===== src/rtl/core/assert_macros.svh =====
// assertion helpers used by the queue rtl
`ifndef ASSERT_MACROS_SVH
`define ASSERT_MACROS_SVH

`ifndef SYNTHESIS
`define ASSERT_AT(lbl, clk, rst, prop) \
  lbl: assert property (@(posedge clk) disable iff (rst) (prop)) \
    else $error("assertion failed");
`define ASSERT_NEVER(lbl, clk, rst, expr) \
  lbl: assert property (@(posedge clk) disable iff (rst) !(expr)) \
    else $error("forbidden condition seen");
`else
`define ASSERT_AT(lbl, clk, rst, prop)
`define ASSERT_NEVER(lbl, clk, rst, expr)
`endif

`endif


===== src/rtl/core/lcdseq_pkg.sv =====
package lcdseq_pkg;

  // timing and sizing constants
  localparam int STARTUP_WAIT_MS = 50;
  localparam int PULSE_MS        = 1;
  localparam int GLYPH_ROWS      = 8;
  localparam int OPS_MAX         = 6;
  localparam int QUEUE_DEPTH     = 4;
  localparam int QPTR_W          = $clog2(QUEUE_DEPTH);
  localparam int QCNT_W          = $clog2(QUEUE_DEPTH + 1);

  localparam logic [5:0] STARTUP_HOLD = 6'(STARTUP_WAIT_MS);
  localparam logic [5:0] PULSE_HOLD   = 6'(PULSE_MS);
  localparam logic [5:0] CLEAR_HOLD   = 6'(PULSE_MS + 1);

  // request modes
  localparam logic [2:0] MODE_INIT  = 3'd0;
  localparam logic [2:0] MODE_CHAR  = 3'd1;
  localparam logic [2:0] MODE_CLEAR = 3'd2;
  localparam logic [2:0] MODE_GOTO  = 3'd3;
  localparam logic [2:0] MODE_GLYPH = 3'd4;

  // instruction bytes
  localparam logic [7:0] CMD_FUNC_8BIT = 8'h38;
  localparam logic [7:0] CMD_DISP_ON   = 8'h0c;
  localparam logic [7:0] CMD_HOME_4BIT = 8'h02;
  localparam logic [7:0] CMD_FUNC_4BIT = 8'h28;
  localparam logic [7:0] CMD_ENTRY     = 8'h06;
  localparam logic [7:0] CMD_CLEAR     = 8'h01;
  localparam logic [7:0] CMD_LINE0     = 8'h80;
  localparam logic [7:0] CMD_LINE1     = 8'hc0;
  localparam logic [7:0] CMD_LINE2     = 8'h94;
  localparam logic [7:0] CMD_LINE3     = 8'hd4;
  localparam logic [7:0] CMD_CGRAM     = 8'h40;

  localparam logic [2:0] LAST_ROW = 3'(GLYPH_ROWS - 1);

  typedef struct packed {
    logic [2:0] mode;
    logic [7:0] char_code;
    logic [2:0] line;
    logic [5:0] column;
    logic [2:0] glyph_slot;
    logic [2:0] glyph_row;
    logic [7:0] row_bits;
  } req_t;

  typedef struct packed {
    logic       reg_select;
    logic [7:0] bus_value;
    logic       enable;
    logic [5:0] hold_ms;
    logic       last;
  } phase_t;

  // one bus operation: the startup wait or one byte write
  typedef struct packed {
    logic       is_wait;
    logic       rs;
    logic [7:0] data;
    logic       extra;
    logic       fin;
  } op_t;

  typedef struct packed {
    logic full;
    logic empty;
  } q_status_t;

  function automatic op_t byte_op(input logic rs, input logic [7:0] data,
                                  input logic extra);
    op_t o;
    o.is_wait = 1'b0;
    o.rs      = rs;
    o.data    = data;
    o.extra   = extra;
    o.fin     = 1'b0;
    return o;
  endfunction

  function automatic logic [7:0] line_base(input logic [1:0] ln);
    logic [7:0] b;
    case (ln)
      2'd0:    b = CMD_LINE0;
      2'd1:    b = CMD_LINE1;
      2'd2:    b = CMD_LINE2;
      default: b = CMD_LINE3;
    endcase
    return b;
  endfunction

  // list of operations for one request
  function automatic void build_ops(input req_t r, input logic four,
                                    output op_t list [OPS_MAX],
                                    output logic [2:0] n);
    op_t wait_op;
    logic [2:0] k;
    wait_op = '0;
    wait_op.is_wait = 1'b1;
    for (int i = 0; i < OPS_MAX; i++) list[i] = '0;
    n = 3'd0;
    k = 3'd0;
    case (r.mode)
      MODE_INIT: begin
        list[0] = wait_op;
        if (four) begin
          list[1] = byte_op(1'b0, CMD_HOME_4BIT, 1'b0);
          list[2] = byte_op(1'b0, CMD_FUNC_4BIT, 1'b0);
          k = 3'd3;
        end else begin
          list[1] = byte_op(1'b0, CMD_FUNC_8BIT, 1'b0);
          k = 3'd2;
        end
        list[k]         = byte_op(1'b0, CMD_DISP_ON, 1'b0);
        list[k + 3'd1]  = byte_op(1'b0, CMD_CLEAR, 1'b1);
        list[k + 3'd2]  = byte_op(1'b0, CMD_ENTRY, 1'b0);
        n = k + 3'd3;
      end
      MODE_CHAR: begin
        list[0] = byte_op(1'b1, r.char_code, 1'b0);
        n = 3'd1;
      end
      MODE_CLEAR: begin
        list[0] = byte_op(1'b0, CMD_CLEAR, 1'b1);
        n = 3'd1;
      end
      MODE_GOTO: begin
        if (r.line[2] == 1'b0) begin
          list[0] = byte_op(1'b0, line_base(r.line[1:0]) + {2'b00, r.column}, 1'b0);
          n = 3'd1;
        end
      end
      MODE_GLYPH: begin
        if (r.glyph_row == 3'd0) begin
          list[0] = byte_op(1'b0, CMD_CGRAM + {2'b00, r.glyph_slot, 3'b000}, 1'b0);
          k = 3'd1;
        end
        list[k] = byte_op(1'b1, r.row_bits, 1'b0);
        k = k + 3'd1;
        if (r.glyph_row == LAST_ROW) begin
          list[k] = byte_op(1'b0, CMD_LINE0, 1'b0);
          k = k + 3'd1;
        end
        n = k;
      end
      default: n = 3'd0;
    endcase
  endfunction

endpackage


===== src/rtl/core/lcdseq_front.sv =====
module lcdseq_front (
  input  logic                   clk,
  input  logic                   rst,
  input  logic                   four_bit_bus,
  input  logic                   in_valid,
  output logic                   in_ready,
  input  lcdseq_pkg::req_t       in_item,
  input  lcdseq_pkg::q_status_t  q_status,
  output logic                   push,
  output lcdseq_pkg::op_t        push_op
);
  import lcdseq_pkg::*;

  logic       busy;
  logic [2:0] idx;
  req_t       req;
  op_t        ops [OPS_MAX];
  logic [2:0] n_ops;
  logic       done;

  // pick the current operation of the held request
  always_comb begin
    build_ops(req, four_bit_bus, ops, n_ops);
    push_op     = ops[idx];
    push_op.fin = (idx == n_ops - 3'd1);
    push        = busy && (n_ops != 3'd0) && !q_status.full;
    done        = busy && ((n_ops == 3'd0) || (push && push_op.fin));
    in_ready    = !busy || done;
  end

  // request capture and operation index
  always_ff @(posedge clk) begin
    if (rst) begin
      busy <= 1'b0;
      idx  <= 3'd0;
    end else if (in_valid && in_ready) begin
      busy <= 1'b1;
      idx  <= 3'd0;
    end else if (done) begin
      busy <= 1'b0;
    end else if (push) begin
      idx <= idx + 3'd1;
    end
  end

  always_ff @(posedge clk) begin
    if (in_valid && in_ready) begin
      req <= in_item;
    end
  end

endmodule


===== src/rtl/core/lcdseq_queue.sv =====
`include "assert_macros.svh"

module lcdseq_queue (
  input  logic                   clk,
  input  logic                   rst,
  input  logic                   push,
  input  lcdseq_pkg::op_t        push_op,
  input  logic                   pop,
  output lcdseq_pkg::op_t        head,
  output lcdseq_pkg::q_status_t  status
);
  import lcdseq_pkg::*;

  localparam logic [QCNT_W-1:0] CNT_DEPTH = QCNT_W'(QUEUE_DEPTH);

  op_t               mem [QUEUE_DEPTH];
  logic [QPTR_W-1:0] wr_ptr;
  logic [QPTR_W-1:0] rd_ptr;
  logic [QCNT_W-1:0] count;

  // storage
  always_ff @(posedge clk) begin
    if (push) begin
      mem[wr_ptr] <= push_op;
    end
  end

  // pointers and fill level
  always_ff @(posedge clk) begin
    if (rst) begin
      wr_ptr <= '0;
      rd_ptr <= '0;
      count  <= '0;
    end else begin
      if (push) wr_ptr <= wr_ptr + QPTR_W'(1);
      if (pop)  rd_ptr <= rd_ptr + QPTR_W'(1);
      if (push && !pop)      count <= count + QCNT_W'(1);
      else if (pop && !push) count <= count - QCNT_W'(1);
    end
  end

  assign head         = mem[rd_ptr];
  assign status.full  = (count == CNT_DEPTH);
  assign status.empty = (count == '0);

  `ASSERT_NEVER(a_no_overflow, clk, rst, push && status.full)
  `ASSERT_NEVER(a_no_underflow, clk, rst, pop && status.empty)
  `ASSERT_AT(a_count_range, clk, rst, count <= CNT_DEPTH)
  `ASSERT_AT(a_count_up, clk, rst, (push && !pop) |=> (count == $past(count) + QCNT_W'(1)))

endmodule


===== src/rtl/core/lcdseq_back.sv =====
module lcdseq_back (
  input  logic                   clk,
  input  logic                   rst,
  input  logic                   four_bit_bus,
  input  lcdseq_pkg::op_t        head,
  input  lcdseq_pkg::q_status_t  q_status,
  output logic                   pop,
  output logic                   out_valid,
  input  logic                   out_ready,
  output lcdseq_pkg::phase_t     out_item
);
  import lcdseq_pkg::*;

  logic [1:0] ph;
  logic       final_ph;
  logic       emit;
  phase_t     phase;
  logic [7:0] nib;

  // phase of the head operation
  always_comb begin
    final_ph = head.is_wait || (four_bit_bus ? (ph == 2'd3) : (ph == 2'd1));
    nib      = ph[1] ? {head.data[3:0], 4'b0000} : {head.data[7:4], 4'b0000};
    if (head.is_wait) begin
      phase.reg_select = 1'b0;
      phase.bus_value  = 8'h00;
      phase.enable     = 1'b0;
      phase.hold_ms    = STARTUP_HOLD;
    end else begin
      phase.reg_select = head.rs;
      phase.bus_value  = four_bit_bus ? nib : head.data;
      phase.enable     = !ph[0];
      phase.hold_ms    = (final_ph && head.extra) ? CLEAR_HOLD : PULSE_HOLD;
    end
    phase.last = head.fin && final_ph;
    emit       = !q_status.empty && (!out_valid || out_ready);
    pop        = emit && final_ph;
  end

  // phase counter
  always_ff @(posedge clk) begin
    if (rst) begin
      ph <= 2'd0;
    end else if (pop) begin
      ph <= 2'd0;
    end else if (emit) begin
      ph <= ph + 2'd1;
    end
  end

  // output register
  always_ff @(posedge clk) begin
    if (rst) begin
      out_valid <= 1'b0;
    end else if (emit) begin
      out_valid <= 1'b1;
    end else if (out_ready) begin
      out_valid <= 1'b0;
    end
  end

  always_ff @(posedge clk) begin
    if (emit) begin
      out_item <= phase;
    end
  end

endmodule


===== src/rtl/core/char_lcd_bus_sequencer.sv =====
// character lcd bus sequencer
// in channel (in_valid/in_ready/in_item) takes one request item: init, write
// character, clear, goto or glyph row. out channel (out_valid/out_ready/
// out_item) gives bus phases: register select, data byte, enable level and
// hold time in ms, with last set on the final phase of each request.
// cfg_we/cfg_wdata write four_bit_bus (1 = nibble bus), resets to 1;
// write it only while the block is idle.
// the front unit expands a request into bus operations, one per cycle while
// the queue has room, into a four-entry queue; the back unit turns each
// operation into 1, 2 or 4 phases, one per cycle while the receiver is ready,
// into the output register.
// throughput: one phase per cycle while the receiver is ready; a request has
// as many phases as its operations give (4 for a typical request on the 4-bit
// bus, up to 21 for init), and the back unit's phase rate sets the pace.
// requests giving no phases (bad goto line, unused mode) are dropped.
// reset clears the queue, the output register and the front unit.
// when the receiver stalls the output holds, the queue fills and then in_ready
// drops until room frees up.
module char_lcd_bus_sequencer (
  input  logic                clk,
  input  logic                rst,
  input  logic                cfg_we,
  input  logic                cfg_wdata,
  input  logic                in_valid,
  output logic                in_ready,
  input  lcdseq_pkg::req_t    in_item,
  output logic                out_valid,
  input  logic                out_ready,
  output lcdseq_pkg::phase_t  out_item
);
  import lcdseq_pkg::*;

  logic      four_bit_bus;
  logic      push;
  logic      pop;
  op_t       push_op;
  op_t       head;
  q_status_t q_status;

  // bus width register
  always_ff @(posedge clk) begin
    if (rst) begin
      four_bit_bus <= 1'b1;
    end else if (cfg_we) begin
      four_bit_bus <= cfg_wdata;
    end
  end

  lcdseq_front u_front (
    .clk          (clk),
    .rst          (rst),
    .four_bit_bus (four_bit_bus),
    .in_valid     (in_valid),
    .in_ready     (in_ready),
    .in_item      (in_item),
    .q_status     (q_status),
    .push         (push),
    .push_op      (push_op)
  );

  lcdseq_queue u_queue (
    .clk     (clk),
    .rst     (rst),
    .push    (push),
    .push_op (push_op),
    .pop     (pop),
    .head    (head),
    .status  (q_status)
  );

  lcdseq_back u_back (
    .clk          (clk),
    .rst          (rst),
    .four_bit_bus (four_bit_bus),
    .head         (head),
    .q_status     (q_status),
    .pop          (pop),
    .out_valid    (out_valid),
    .out_ready    (out_ready),
    .out_item     (out_item)
  );

endmodule

===== config.mk =====
export PLATFORM = sky130hd
export DESIGN_NAME = char_lcd_bus_sequencer
export DESIGN_NICKNAME = d
export VERILOG_FILES = /design/src/rtl/core/lcdseq_pkg.sv /design/src/rtl/core/lcdseq_front.sv /design/src/rtl/core/lcdseq_queue.sv /design/src/rtl/core/lcdseq_back.sv /design/src/rtl/core/char_lcd_bus_sequencer.sv
export VERILOG_INCLUDE_DIRS = /design/src /design/src/rtl/core
export SDC_FILE = /design/constraint.sdc
export NUM_CORES = 1
export LEC_CHECK = 0
export ABC_CLOCK_PERIOD_IN_PS = 4400
export CORE_MARGIN = 3
export CORE_UTILIZATION = 40
export DETAILED_ROUTE_END_ITERATION = 7
export DONT_BUFFER_PORTS = 1
export GPL_ROUTABILITY_DRIVEN = 0
export PLACE_DENSITY_LB_ADDON = 0.3
export SYNTH_ARGS = -nofsm -noshare
export SYNTH_HDL_FRONTEND = slang
export SYNTH_SLANG_ARGS = --single-unit

===== constraint.sdc =====
create_clock -name clk -period 4.4 [get_ports clk]
set_input_delay 0.22 -clock clk [delete_from_list [all_inputs] [get_ports clk]]
set_output_delay 0.22 -clock clk [all_outputs]
set_load 0.02 [all_outputs]

# --- Yosys cells after proc, flatten, opt, wreduce, memory -nomap -nowiden ---
# Memories as Yosys holds them, arrays and structs flattened. A register that Yosys moved wholly into a read port is not among the register bits.
# Index checks and enable logic that the tools add are counted.
totals:
  reg_bits: 66
  ramBits: 48
  out_inout_bits: 19
  elab_cells: 164
  mem_count: 1
mem_list:
  columns: ["memory", "words", "width", "rd", "rd_clocked_by_memory_dff", "write_ports", "line_no", "rtl"]
  rows:
  - ["u_queue.mem", 4, 12, 1, 1, 1, "lcdseq_queue.sv:16", "op_t mem [QUEUE_DEPTH];"]
op_classes:
  n_addsub: 14
  order_cmp: 11
  n_eq_ne: 11
  muxes: 48
  n_bitwise: 19
  reduce_logical: 40
op_table:
  columns: ["op", "n"]
  rows:
  - ["$and A60 B60 Y60", 3]
  - ["$demux W12 S3", 5]
  - ["$not A60 Y60", 3]
  - ["$mux W12", 10]
  - ["$pmux W60 S2", 1]
  - ["$bwmux W72", 1]
  - ["$mux W72", 1]
  - ["$and A66 B66 Y66", 1]
  - ["$not A66 Y66", 1]
  - ["$pmux W12 S5", 1]
  - ["$mux W8", 6]
  - ["$bmux W12 S3", 1]
  - ["$ge A4 B4 Y1 const B", 6]
  - ["$not A3 Y4", 6]
  - ["$or A12 B12 Y12", 2]
  - ["$pmux W7 S3", 1]
  - ["$lt A4 B1 Y1 const B", 5]
  - ["$mux W10", 2]
  - ["$logic_and A1 B1 Y1", 16]
  - ["$add A3 B1 Y3 const B", 5]
  - ["$mux W3", 5]
  - ["$logic_not A3 Y1", 4]
  - ["$or A10 B12 Y12", 1]
  - ["$pmux W3 S4", 1]
  - ["other kinds (22)", 55]

# --- Logic depth before layout (Yosys ltp) ---
# Gate-level depths: netlist of run 1.
logic_depth:
  word_depth: 16
  ltp_mapped: 15

# --- Cells and area by module ---
# From an unflattened synthesis of run 1, not the netlist that was laid out.
unflattened:
  cells_unflattened: 364
  hier_area_um2: 5063.6
modules_own_cells:
  columns: ["mod", "instances", "cells_each", "area_each_um2", "seq_area_each_um2"]
  rows:
  - ["lcdseq_queue", 1, 106, 2164.6, 1621.6]
  - ["lcdseq_front", 1, 193, 2112.0, 1101.1]
  - ["lcdseq_back", 1, 62, 752.0, 480.5]
  - ["char_lcd_bus_sequencer", 1, 3, 35.0, 20.0]

# --- Worst setup path before layout of run 1 ---
# No wires, ideal clock.
synth_path:
  path_kind: "register to register"
  from: "register u_front.req[32] in the netlist's numbering"
  to: "register u_front.req[0] in the netlist's numbering (enable)"
  arrival_ns: 3.690
  required_ns: 4.006
  slack_ns: 0.316
  stages_incl_launch_ff: 10
  n_path_buf: 0
  cell_sequence: "edfxtp_1 or3b_4 o32a_4 ha_1 ha_1 xnor2_1 nor3b_1 mux2i_4 o21bai_1 and2_1"
synth_between:
  elab_chain_cells: 11
  elab_cells_between_ends: 18
synth_rtl:
  columns: ["item", "line_no", "rtl"]
  rows:
  - ["start, declared", "lcdseq_front.sv:16", "req_t req;"]
  - ["start signal, assigned", "lcdseq_front.sv:48", "req <= in_item;"]
  - ["$eq A3 B1 Y1 or $eq A3 B2 Y1 (tied branches)", "lcdseq_pkg.sv:103", "case (r.mode)"]
  - ["$reduce_or A2 Y1 (no source line)", null, null]
  - ["$pmux W3 S4 (*)", "lcdseq_pkg.sv:103", null]
  - ["branches (longest 4 deep; another with $sub A3 B1 Y3)", null, null]
  - ["$logic_or A1 B1 Y1 (*)", "lcdseq_front.sv:27", "done = busy && ((n_ops == 3'd0) || (push && push_op.fin));"]
  - ["$logic_and A1 B1 Y1 (*)", "lcdseq_front.sv:27", null]
  - ["$logic_or A1 B1 Y1 (*)", "lcdseq_front.sv:28", "in_ready = !busy || done;"]
  - ["named net in_ready", "char_lcd_bus_sequencer.sv:25", "output logic in_ready,"]
  - ["$logic_and A1 B1 Y1 (*)", "lcdseq_front.sv:47", "if (in_valid && in_ready) begin"]
# Mark *: on every way through the listed nets, which the timed path passes.
# A chain may end at the register's enable or synchronous reset.

# --- Final worst setup path of run 1 ---
layout_path:
  from: "register u_front.req[31] in the netlist's numbering"
  to: "register u_front.req[26] in the netlist's numbering (enable)"
layout_between:
  elab_chain_cells: 11
  elab_cells_between_ends: 18
layout_rtl:
  columns: ["item", "line_no"]
  rows:
  - ["$eq A3 B1 Y1 or $eq A3 B2 Y1 (tied branches)", "lcdseq_pkg.sv:103"]
  - ["$reduce_or A2 Y1 (no source line)", null]
  - ["$pmux W3 S4 (*)", "lcdseq_pkg.sv:103"]
  - ["branches (longest 4 deep; another with $sub A3 B1 Y3)", null]
  - ["$logic_or A1 B1 Y1 (*)", "lcdseq_front.sv:27"]
  - ["$logic_and A1 B1 Y1 (*)", "lcdseq_front.sv:27"]
  - ["$logic_or A1 B1 Y1 (*)", "lcdseq_front.sv:28"]
  - ["$logic_and A1 B1 Y1 (*)", "lcdseq_front.sv:47"]
# Mark *: on every way between the ends.

==> results of run 1 <==
[layout make-up]
class	count	area share
clock inverters	12	0.02144
well taps	168	0.03397
clock buffers	20	0.07381
flip-flops and latches	113	0.5209
multi-input cells	225	0.2692
inverters	13	0.007887
repair buffers	47	0.07280
[routing by layer]
layer | vias to the layer above | share of wire | track usage | routed length [um]
met3 | 6 | 0.048 | 0.03923 | 478
li1 | 1499 | - | - | -
met4 | 0 | 0.0051 | 0.07179 | 50
met2 | 86 | 0.52 | 0.2515 | 5087
met5 | - | 0 | 0 | 0
met1 | 1467 | 0.43 | 0.1799 | 4243
[cells in the final DEF, fill, tap and decap left out, types with 5 or more instances in the layout]
cell type,n
clkbuf_16,17
edfxtp_1,96
ha_1,11
a21oi_1,22
buf_4,8
nand2_1,25
inv_1,12
and2_1,11
mux4_2,12
nand2b_1,6
xnor2_1,5
dfxtp_1,17
nor3b_1,6
clkinvlp_4,6
nor2_1,26
xor2_1,6
dlygate4sd3_1,39
nand3_1,12
o21ai_0,5
nor2b_1,7
a31oi_1,9
[worst max-delay path: stages (launching register included)]
cell and delay (ns):
edfxtp_1 0.56, or3b_4 0.48, o32a_4 0.44, ha_1 0.21
ha_1 0.31, xnor2_1 0.17, nor3b_1 0.34, mux2i_4 0.15
o21bai_1 0.18, and2_1 0.14, buf_4 0.37
[power by group]
part | internal (mW) | switching (mW) | leakage, nW | total [mW]
clock network | 0.863 | 0.489 | 0.271 | 1.35
registers | 1.37 | 0.183 | 1.05 | 1.55
logic | 0.248 | 0.315 | 0.806 | 0.563
[how the worst max path moves through the flow]
stage / end / startpoint
global route: u_front.req[4]$_DFFE_PP_ / u_front.req[31]$_DFFE_PP_
finish: u_front.req[26]$_DFFE_PP_ / u_front.req[31]$_DFFE_PP_
detailed placement: u_front.req[29]$_DFFE_PP_ / u_front.req[31]$_DFFE_PP_
CTS: u_front.req[26]$_DFFE_PP_ / u_front.req[31]$_DFFE_PP_
global placement: u_front.req[19]$_DFFE_PP_ / u_front.req[31]$_DFFE_PP_
floorplan: u_front.req[0]$_DFFE_PP_ / u_front.req[32]$_DFFE_PP_
[logic make-up after synthesis]
family          after synthesis  share of synthesized area
xor+xnor                     11                    0.01913
fa+ha+maj                    12                    0.03131
compound gates               71                    0.09767
buf+inv                      37                    0.02982
simple gates                112                     0.1151
flops                       113                     0.6402
other cells                   1                  0.0007448
mux                          17                    0.06610
[registers in the layout (all words and copies together) (netlist names), named ones only]
| signal | count |
|---|---|
| u_queue.mem | 48 |
| u_front.req | 34 |
| u_back.out_item | 14 |
| u_front.idx | 3 |
| u_queue.count | 3 |
| u_back.ph | 2 |
| u_queue.rd_ptr | 2 |
| u_queue.wr_ptr | 2 |
| four_bit_bus | 1 |
| u_back.out_valid | 1 |
| u_front.busy | 1 |
[per-stage QoR]
stage                     power (mW)  setup WS [ns]  hold WS [ns]
after global routing           3.636         0.4321       0.04757
after floorplan                1.987         0.3161        0.2891
after detailed placement       2.112         0.6738        0.2944
after global placement         2.092         0.8095        0.2904
after CTS                      3.492         0.6584       0.02319
final                          3.469         0.6747       0.04792
==> results.yml, run 1 <==
run_status:
  status: "finished clean"
floorplan:
  ios: 59
  die_h_um: 118.2
  rows: 40
  die_x_um: 118.2
  die_area_um2: 13970
  start_util: 0.4140
  core_area_um2: 12160
worst_hold_path:
  hold_class: "input pin to flop"
  whs_endpoint: "u_front.idx[2]$_SDFFE_PP0P_"
  min_from: "rst"
  min_path_cells: 3
route:
  antenna_left: 0
  wl_per_cell_um: 16.49
  route.detailed.drc: 0
  wl_um: 9860
  first_pass_iters: 4
  drtIter0Drc: 190
  vias: 3058
  vias_per_cell: 5.114
clock_tree:
  cts_sinks: 113
  post_cts_buffers: 0
  cts_tree: "done"
  cts.clk_slew.worst_paths_ns: 0.05
  hold_buffers: 39
  cts_resized: 0
  cts_buffers: 17
  cts-root-buf: "clkbuf_16"
  clkLatencyLatePin_ns: 0.42
  clock_path_buffers: 2
  ctsHtreeMaxLevel: 4
global_route:
  grt_usage: 0.1500
  grt.overflow.total: 0
  grt_max_degree: 35
  grt_pass1_vias: 3161
  grt_pass1_wl_um: 16240
  antenna_found_initial: 0
pwr:
  ir_worst_vdd_v: 0.0002829
  power.density_nw_per_um2: 560.7
  leakagePower_nw: 2.125
cells_and_area:
  fillers: 1014
  multiInputGateArea_um2: 1665
  fin_util: 0.5087
  nNetsFinal: 469
  drive_above_1_share: 0.1372
  fin_area_um2: 6187
  n_antenna_cell: 0
  area_growth_pct: 22.89
  fin_cells: 598
  seq_area_um2: 3223
sta:
  hold_viol_final: 0
  layout_min_cycle_time_ns: 3.725
  setup_viol: 0
  fmaxAchievable_mhz: 268.4
  slew_headroom: 0.4636
  fin_skew_ns: 0.02342
  final_max_slew_viol_count: 0
  final.period_utilization: 0.8467
  tightestPinTransition_ns: 0.7972
  tns_ns: 0
  rsz0062_at_grt: "false"
critical_path:
  reg2reg_to: "u_front.req[26]$_DFFE_PP_"
  r2r_start: "u_front.req[31]$_DFFE_PP_"
  end_kind: "flop"
  path_class: "flop to flop"
  reg2reg_depth: 10
  worst-r2r-setup-slack_ns: 0.67
  critPathMaxFanout: 34
  critPathRequiredTime_ns: 4.46
  crit_arrival_ns: 3.78
  cp-start-kind: "flop"
place:
  place_inst: 527
  portBuffers: 0
  hpwl_um: 6289
  post_dp_cell_area_um2: 5207
synthesis:
  synth_area_um2: 5035
  ys.flop_type: "edfxtp_1"
  seq_area_frac_synth: 0.6402
  async_flop_share: 0
  yosys-top-cells-count: "edfxtp_1 (96), nor2_1 (26), nand2_1 (25), a21oi_1 (22), clkbuf_1 (19)"
  ys_ff_latch: 113
  yosysMostFrequentCell: "edfxtp_1"
  syn_avg_cell_area_um2: 13.46
  ys_warn_count: 0
  syn-instance-count: 374
  synth_top_area_frac: 0.5726
  synth_cell_type_count: 60
  synth_edf_count: 96
  yosys.area.top_type: "edfxtp_1"
  synth_area_leaders: "edfxtp_1 (57%), dfxtp_1 (6.8%), mux4_2 (5.4%), ha_1 (2.7%), a21oi_1 (2.2%)"
flow_run:
  drv_cap: 0
(Power assumes the default switching activity.)
==> run 2: changes to the inputs <==
--- a/config.mk
+++ b/config.mk
@@ -6,7 +6,7 @@
 export SDC_FILE = /design/constraint.sdc
 export NUM_CORES = 1
 export LEC_CHECK = 0
-export ABC_CLOCK_PERIOD_IN_PS = 4400
+export ABC_CLOCK_PERIOD_IN_PS = 3760
 export CORE_MARGIN = 3
 export CORE_UTILIZATION = 40
 export DETAILED_ROUTE_END_ITERATION = 7
==> constraint.sdc (replaced) <==
create_clock -name clk -period 3.76 [get_ports clk]
set_input_delay 0.188 -clock clk [delete_from_list [all_inputs] [get_ports clk]]
set_output_delay 0.188 -clock clk [all_outputs]
set_load 0.02 [all_outputs]
==> results.yml, run 2 (synthesized netlist as in run 1, its figures left out) <==
clock_tree:
  ctsHtreeMaxLevel: 4
  cts_buffers: 17
  clkLatencyLatePin_ns: 0.42
  post_cts_buffers: 0
  cts_sinks: 113
  clock_path_buffers: 2
  cts_tree: "done"
  cts-root-buf: "clkbuf_16"
  cts.clk_slew.worst_paths_ns: 0.05
floorplan:
  ios: 59
  rows: 40
  die_x_um: 118.2
  core_area_um2: 12160
  die_area_um2: 13970
  start_util: 0.4140
  die_h_um: 118.2
sta:
  fin_hold_ws_ns: 0.02320
  hold_viol_final: 0
  tns_ns: 0
  fmaxAchievable_mhz: 291.0
  fin_ws_ns: 0.3232
  final.period_utilization: 0.9141
  final_max_slew_viol_count: 0
  rsz0062_at_grt: "false"
  setup_viol: 0
  fin_skew_ns: 0.006565
  layout_min_cycle_time_ns: 3.437
  slew_headroom: 0.4738
  tightestPinTransition_ns: 0.7882
cells_and_area:
  largestRegisters: "u_queue.mem (48), u_front.req (34), u_back.out_item (14)"
  nNetsFinal: 471
  n_antenna_cell: 0
  largest_reg_flops: 48
  fin_cells: 600
  drive_above_1_share: 0.1412
  layout_common_cells: "edfxtp_1 (96), dlygate4sd3_1 (39), nor2_1 (26)"
  mostFrequentLayoutCell: "edfxtp_1"
  area_growth_pct: 24.06
  top_register: "u_queue.mem"
pwr:
  comb_power_share: 0.161
  leakagePower_nw: 2.167
  p_total_mw: 4.147
  clkPwrFrac: 0.402
  power.density_nw_per_um2: 663.9
  ir_worst_vdd_v: 0.0005174
  p_sw_mw: 1.126
  p_int_mw: 3.021
  seq_power_share: 0.437
  p_sw_frac: 0.2716
global_route:
  grt_pass1_wl_um: 16100
  grt.overflow.total: 0
  grt_max_degree: 35
  grt_pass1_vias: 3196
  antenna_found_initial: 0
  grt_usage: 0.1512
place:
  place_inst: 529
  hpwl_um: 6105
  dp_slack_ns: 0.3497
  portBuffers: 0
critical_path:
  reg2reg_depth: 12
  crit_arrival_ns: 3.25
  end_kind: "output pin"
  cp-start-kind: "flop"
  critPathRequiredTime_ns: 3.57
  path_class: "flop to output pin"
  critPathMaxFanout: 5
worst_hold_path:
  min_path_cells: 3
  hold_class: "input pin to flop"
route:
  wl_um: 9659
  vias_per_cell: 5.197
  wl_per_cell_um: 16.10
  drtIter0Drc: 227
  first_pass_iters: 4
  route.detailed.drc: 0
  vias: 3118
  antenna_left: 0
run_status:
  status: "finished clean"
flow_run:
  drv_cap: 0
[run 2: changes by cell type in the layout (fill, tap and decap cells not counted), sizes merged]
cell      change
buf           +2
bufinv        +2
clkbuf        +1
clkinv        +3
clkinvlp      -4
inv           -2
[run 2: power by group through the flow]
stage	Clock, mW	Combinational (mW)	Sequential (mW)
after floorplan	0	0.522	1.80
after global placement	0	0.618	1.83
after detailed placement	0	0.634	1.84
after CTS	1.69	0.671	1.81
after global routing	1.77	0.749	1.83
final	1.67	0.667	1.81
[run 2: routing by layer]
metal  wire length [um]  share of wire  global-route usage
met1               4239           0.44              0.1786
met2               4708           0.49              0.2376
met3                452          0.047             0.06172
met4                258          0.027             0.07766
met5                  0              0                   0
[run 2: cell type report]
type | instances | area (um^2)
tap | 168 | 210.2
clock inverter | 11 | 163.9
fill | 1030 | 5916
timing repair buffer | 49 | 478.0
sequential | 113 | 3223
clock buffer | 21 | 450.4
inverter | 13 | 48.80
multi-input combinational | 225 | 1672
[run 2: per-stage QoR]
step	util	cell area, um^2
floorplan	-	5040
global placement	0.4306	5236
detailed placement	0.4306	5236
CTS	0.5132	6241
global route	0.5136	6246
finish	0.5136	6246
[run 2: final timing paths]
kind	start	endpoint	slack [ns]
worst max register to register	u_front.req[32]$_DFFE_PP_	u_queue.count[2]$_SDFFE_PP0P_	0.38
worst max-delay path	u_front.req[32]$_DFFE_PP_	in_ready	0.32
worst min-delay path	rst	u_front.idx[1]$_SDFFE_PP0P_	0.02
worst min register to register	u_queue.wr_ptr[1]$_SDFFE_PP0P_	u_queue.wr_ptr[1]$_SDFFE_PP0P_	0.49
[run 2: repair_timing]
item	4_1_cts	5_1_grt
gates resized for setup	0	1
setup endpoints to repair	0	1
hold endpoints to repair	48	0
hold buffers	39	0
[run 2: worst max-delay path, stage by stage, from the launching register on]
cell and delay (ns):
edfxtp_1 0.42, or3b_4 0.46, o32a_4 0.44, ha_1 0.22, ha_1 0.33, xnor2_1 0.18
nor3_1 0.31, mux2i_4 0.15, o21bai_1 0.17, buf_4 0.18
==> run 3: changes to the inputs <==
--- a/config.mk
+++ b/config.mk
@@ -6,12 +6,14 @@
 export SDC_FILE = /design/constraint.sdc
 export NUM_CORES = 1
 export LEC_CHECK = 0
-export ABC_CLOCK_PERIOD_IN_PS = 3760
+export ABC_AREA = 1
+export ABC_CLOCK_PERIOD_IN_PS = 2800
 export CORE_MARGIN = 3
 export CORE_UTILIZATION = 40
 export DETAILED_ROUTE_END_ITERATION = 7
 export DONT_BUFFER_PORTS = 1
 export GPL_ROUTABILITY_DRIVEN = 0
+export GPL_TIMING_DRIVEN = 0
 export PLACE_DENSITY_LB_ADDON = 0.3
 export SYNTH_ARGS = -nofsm -noshare
 export SYNTH_HDL_FRONTEND = slang
==> constraint.sdc (replaced) <==
create_clock -name clk -period 2.8 [get_ports clk]
set_input_delay 0.14 -clock clk [delete_from_list [all_inputs] [get_ports clk]]
set_output_delay 0.14 -clock clk [all_outputs]
set_load 0.02 [all_outputs]
==> results.yml, run 3 <==
run_status:
  status: "finished, violations left"
  violations: "setup timing"
cells_and_area:
  fillers: 1004
  seq_area_um2: 3223
  fin_cells: 702
  largestRegisters: "u_queue.mem (48), u_front.req (34), u_back.out_item (14)"
  nNetsFinal: 573
  multiInputGateArea_um2: 1638
  area_growth_pct: 32.18
  n_antenna_cell: 0
  largest_reg_flops: 48
  layout_common_cells: "edfxtp_1 (96), nand2_1 (68), inv_1 (38), nor2_1 (38), dlygate4sd3_1 (38)"
  mostFrequentLayoutCell: "edfxtp_1"
  drive_above_1_share: 0.2135
  top_register: "u_queue.mem"
global_route:
  grt_usage: 0.1693
  antenna_found_initial: 0
  grt_pass1_vias: 3675
  grt_pass1_wl_um: 17360
  grt.overflow.total: 0
  grt_max_degree: 19
pwr:
  p_sw_frac: 0.3084
  ir_worst_vdd_v: 0.0006087
  leakagePower_nw: 2.492
  power.density_nw_per_um2: 888.6
  p_sw_mw: 1.794
  seq_power_share: 0.419
  clkPwrFrac: 0.362
  comb_power_share: 0.218
  p_int_mw: 4.024
route:
  antenna_left: 0
  vias: 3543
  vias_per_cell: 5.047
  wl_um: 10950
  route.detailed.drc: 0
  drtIter0Drc: 265
  wl_per_cell_um: 15.60
  first_pass_iters: 4
floorplan:
  die_x_um: 117.3
  rows: 40
  core_area_um2: 12060
  die_area_um2: 13750
  start_util: 0.4107
  die_h_um: 117.3
  ios: 59
critical_path:
  crit_arrival_ns: 2.95
  worst-r2r-setup-slack_ns: -0.02
  cp-start-kind: "flop"
  crit_buf_inv: 5
  critPathMaxFanout: 8
  cpMaxStageDelayCell: "edfxtp_1"
  end_kind: "flop"
  reg2reg_to: "u_front.req[18]$_DFFE_PP_"
  path_class: "flop to flop"
  cp_top_family: "simple AND/OR/NAND/NOR gates"
  r2r_start: "u_front.req[31]$_DFFE_PP_"
  max_stage_delay_ns: 0.48
  crit_chain: "nor2_4, nand2_2, nor2_2, nor2_1, ha_4, ha_4, clkinvlp_4, nand3_4, inv_4, buf_4, nand4_4, nand3_4, nand2_8, clkinvlp_4, clkbuf_16"
  critPathRequiredTime_ns: 2.93
  reg2reg_depth: 15
clock_tree:
  cts_tree: "done"
  ctsHtreeMaxLevel: 4
  clkLatencyLatePin_ns: 0.41
  cts.clk_slew.worst_paths_ns: 0.05
  cts-root-buf: "clkbuf_16"
  clock_path_buffers: 2
  cts_buffers: 17
  cts_sinks: 113
sta:
  final_max_slew_viol_count: 0
  hold_viol_final: 0
  slew_headroom: 0.5184
  fmaxAchievable_mhz: 354.2
  fin_hold_ws_ns: 0.02911
  layout_min_cycle_time_ns: 2.823
  final.period_utilization: 1.008
  tns_ns: -0.2472
  tightestPinTransition_ns: 0.7175
  fin_ws_ns: -0.02325
  rsz0062_at_grt: "true"
  fin_skew_ns: 0.01053
  setup_viol: 12
worst_hold_path:
  min_from: "out_ready"
  whs_endpoint: "u_back.out_valid$_SDFFE_PP0P_"
  min_path_cells: 3
  hold_class: "input pin to flop"
synthesis:
  synthXorXnorAreaFrac: 0.008841
  synth_area_leaders: "edfxtp_1 (58%), dfxtp_1 (6.9%), nand2_1 (5.4%), inv_1 (3.3%), nor2_1 (3.3%)"
  synth_edf_count: 96
  yosys.area_share.simple: 0.1435
  seq_area_frac_synth: 0.6507
  ys.flop_type: "edfxtp_1"
  syn_avg_cell_area_um2: 11.21
  synth_cell_type_count: 44
  ys_ff_latch: 113
  yosys-top-cells-count: "edfxtp_1 (96), nand2_1 (71), inv_1 (44), nor2_1 (43)"
  syn-instance-count: 442
  synth-adder-area-share: 0.03183
  yosys.area.top_type: "edfxtp_1"
  async_flop_share: 0
  synth_top_area_frac: 0.5820
  ys_warn_count: 0
  synth_top_family_by_area: "simple AND/OR/NAND/NOR gates"
  synth-compound-area-share: 0.1084
  yosysMostFrequentCell: "edfxtp_1"
  synth_area_um2: 4954
  synth.area.mux_share: 0
place:
  place_inst: 611
  portBuffers: 0
  hpwl_um: 6883
flow_run:
  drv_cap: 0
run 3: cell count changes after synthesis, sizes merged, moves of 7 or more:
cell / delta
nor2: +24
and2: -11
nand2: +52
o21ai: +27
nor2b: -7
mux4: -12
a21oi: +8
inv: +42
clkbuf: -13
run 3: worst max-delay path by stage:
stage,startpoint,cells after the start,end
6_report,u_front.req[31]$_DFFE_PP_,15,u_front.req[18]$_DFFE_PP_
2_1_floorplan,u_front.req[31]$_DFFE_PP_,18,u_queue.count[2]$_SDFFE_PP0P_
5_1_grt,u_front.req[31]$_DFFE_PP_,18,u_queue.count[2]$_SDFFE_PP0P_
3_3_place_gp,u_queue.count[0]$_SDFFE_PP0P_,10,u_queue.count[1]$_SDFFE_PP0P_
4_1_cts,u_front.req[32]$_DFFE_PP_,16,u_queue.count[2]$_SDFFE_PP0P_
3_5_place_dp,u_front.req[33]$_DFFE_PP_,15,u_front.req[31]$_DFFE_PP_
run 3: what timing repair did:
| item | CTS | global route |
|---|---|---|
| gates cloned | 1 | 2 |
| hold buffers | 38 | 0 |
| gates resized for setup | 19 | 19 |
| buffers inserted | 10 | 8 |
| endpoints found under the hold margin | 39 | 0 |
| setup endpoints to repair | 85 | 49 |
| pin swaps | 6 | 11 |
run 3: worst min-delay path, cell delays in order:
cell and delay, ns:
nor2_1 0.05, o21ai_0 0.16, inv_1 0.04
run 3: metal layers:
metal  global-route usage  up-vias  share of wire
met4              0.09327        0          0.028
met3              0.04524       28          0.048
met5                    0        -              0
met1               0.1932     1700           0.42
met2               0.2877      111           0.51
li1                     -     1704              -
run 3: cell families (layout without fill, tap and decap cells):
family,after synthesis,count (layout)
adder cells (fa/ha/maj),12,12
AO/OA/AOI/OAI,89,89
AND/OR/NAND/NOR,152,152
XOR/XNOR,5,5
flip-flops,113,113
buffers and inverters,70,161
other,1,2
run 3: metrics by stage:
step | power (mW) | setup WS, ns | utilization | instance area, um^2
after floorplan | 3.247 | 0.005811 | - | 5010
after global placement | 3.492 | -0.3825 | 0.4328 | 5220
after detailed placement | 3.540 | -0.4283 | 0.4333 | 5226
after CTS | 5.746 | -0.03680 | 0.5269 | 6355
after global routing | 6.116 | -0.1331 | 0.5428 | 6548
final | 5.818 | -0.02325 | 0.5428 | 6548
run 3: power by group through the flow:
stage	clock network, mW	registers [mW]	logic [mW]
after global placement	0	2.47	1.02
after CTS	2.12	2.44	1.18
final	2.11	2.44	1.27
after global routing	2.21	2.47	1.43
after detailed placement	0	2.47	1.07
after floorplan	0	2.44	0.803
run 3: cell type report:
| class | count | area share |
|---|---|---|
| Sequential cell | 113 | 0.4923 |
| Multi-Input combinational cell | 260 | 0.2501 |
| Timing Repair Buffer | 58 | 0.09134 |
| Clock buffer | 20 | 0.06669 |
| Inverter | 57 | 0.03497 |
| Tap cell | 168 | 0.03210 |
| Clock inverter | 12 | 0.02159 |
| Buffer | 13 | 0.009746 |
| Timing Repair inverter | 1 | 0.001147 |
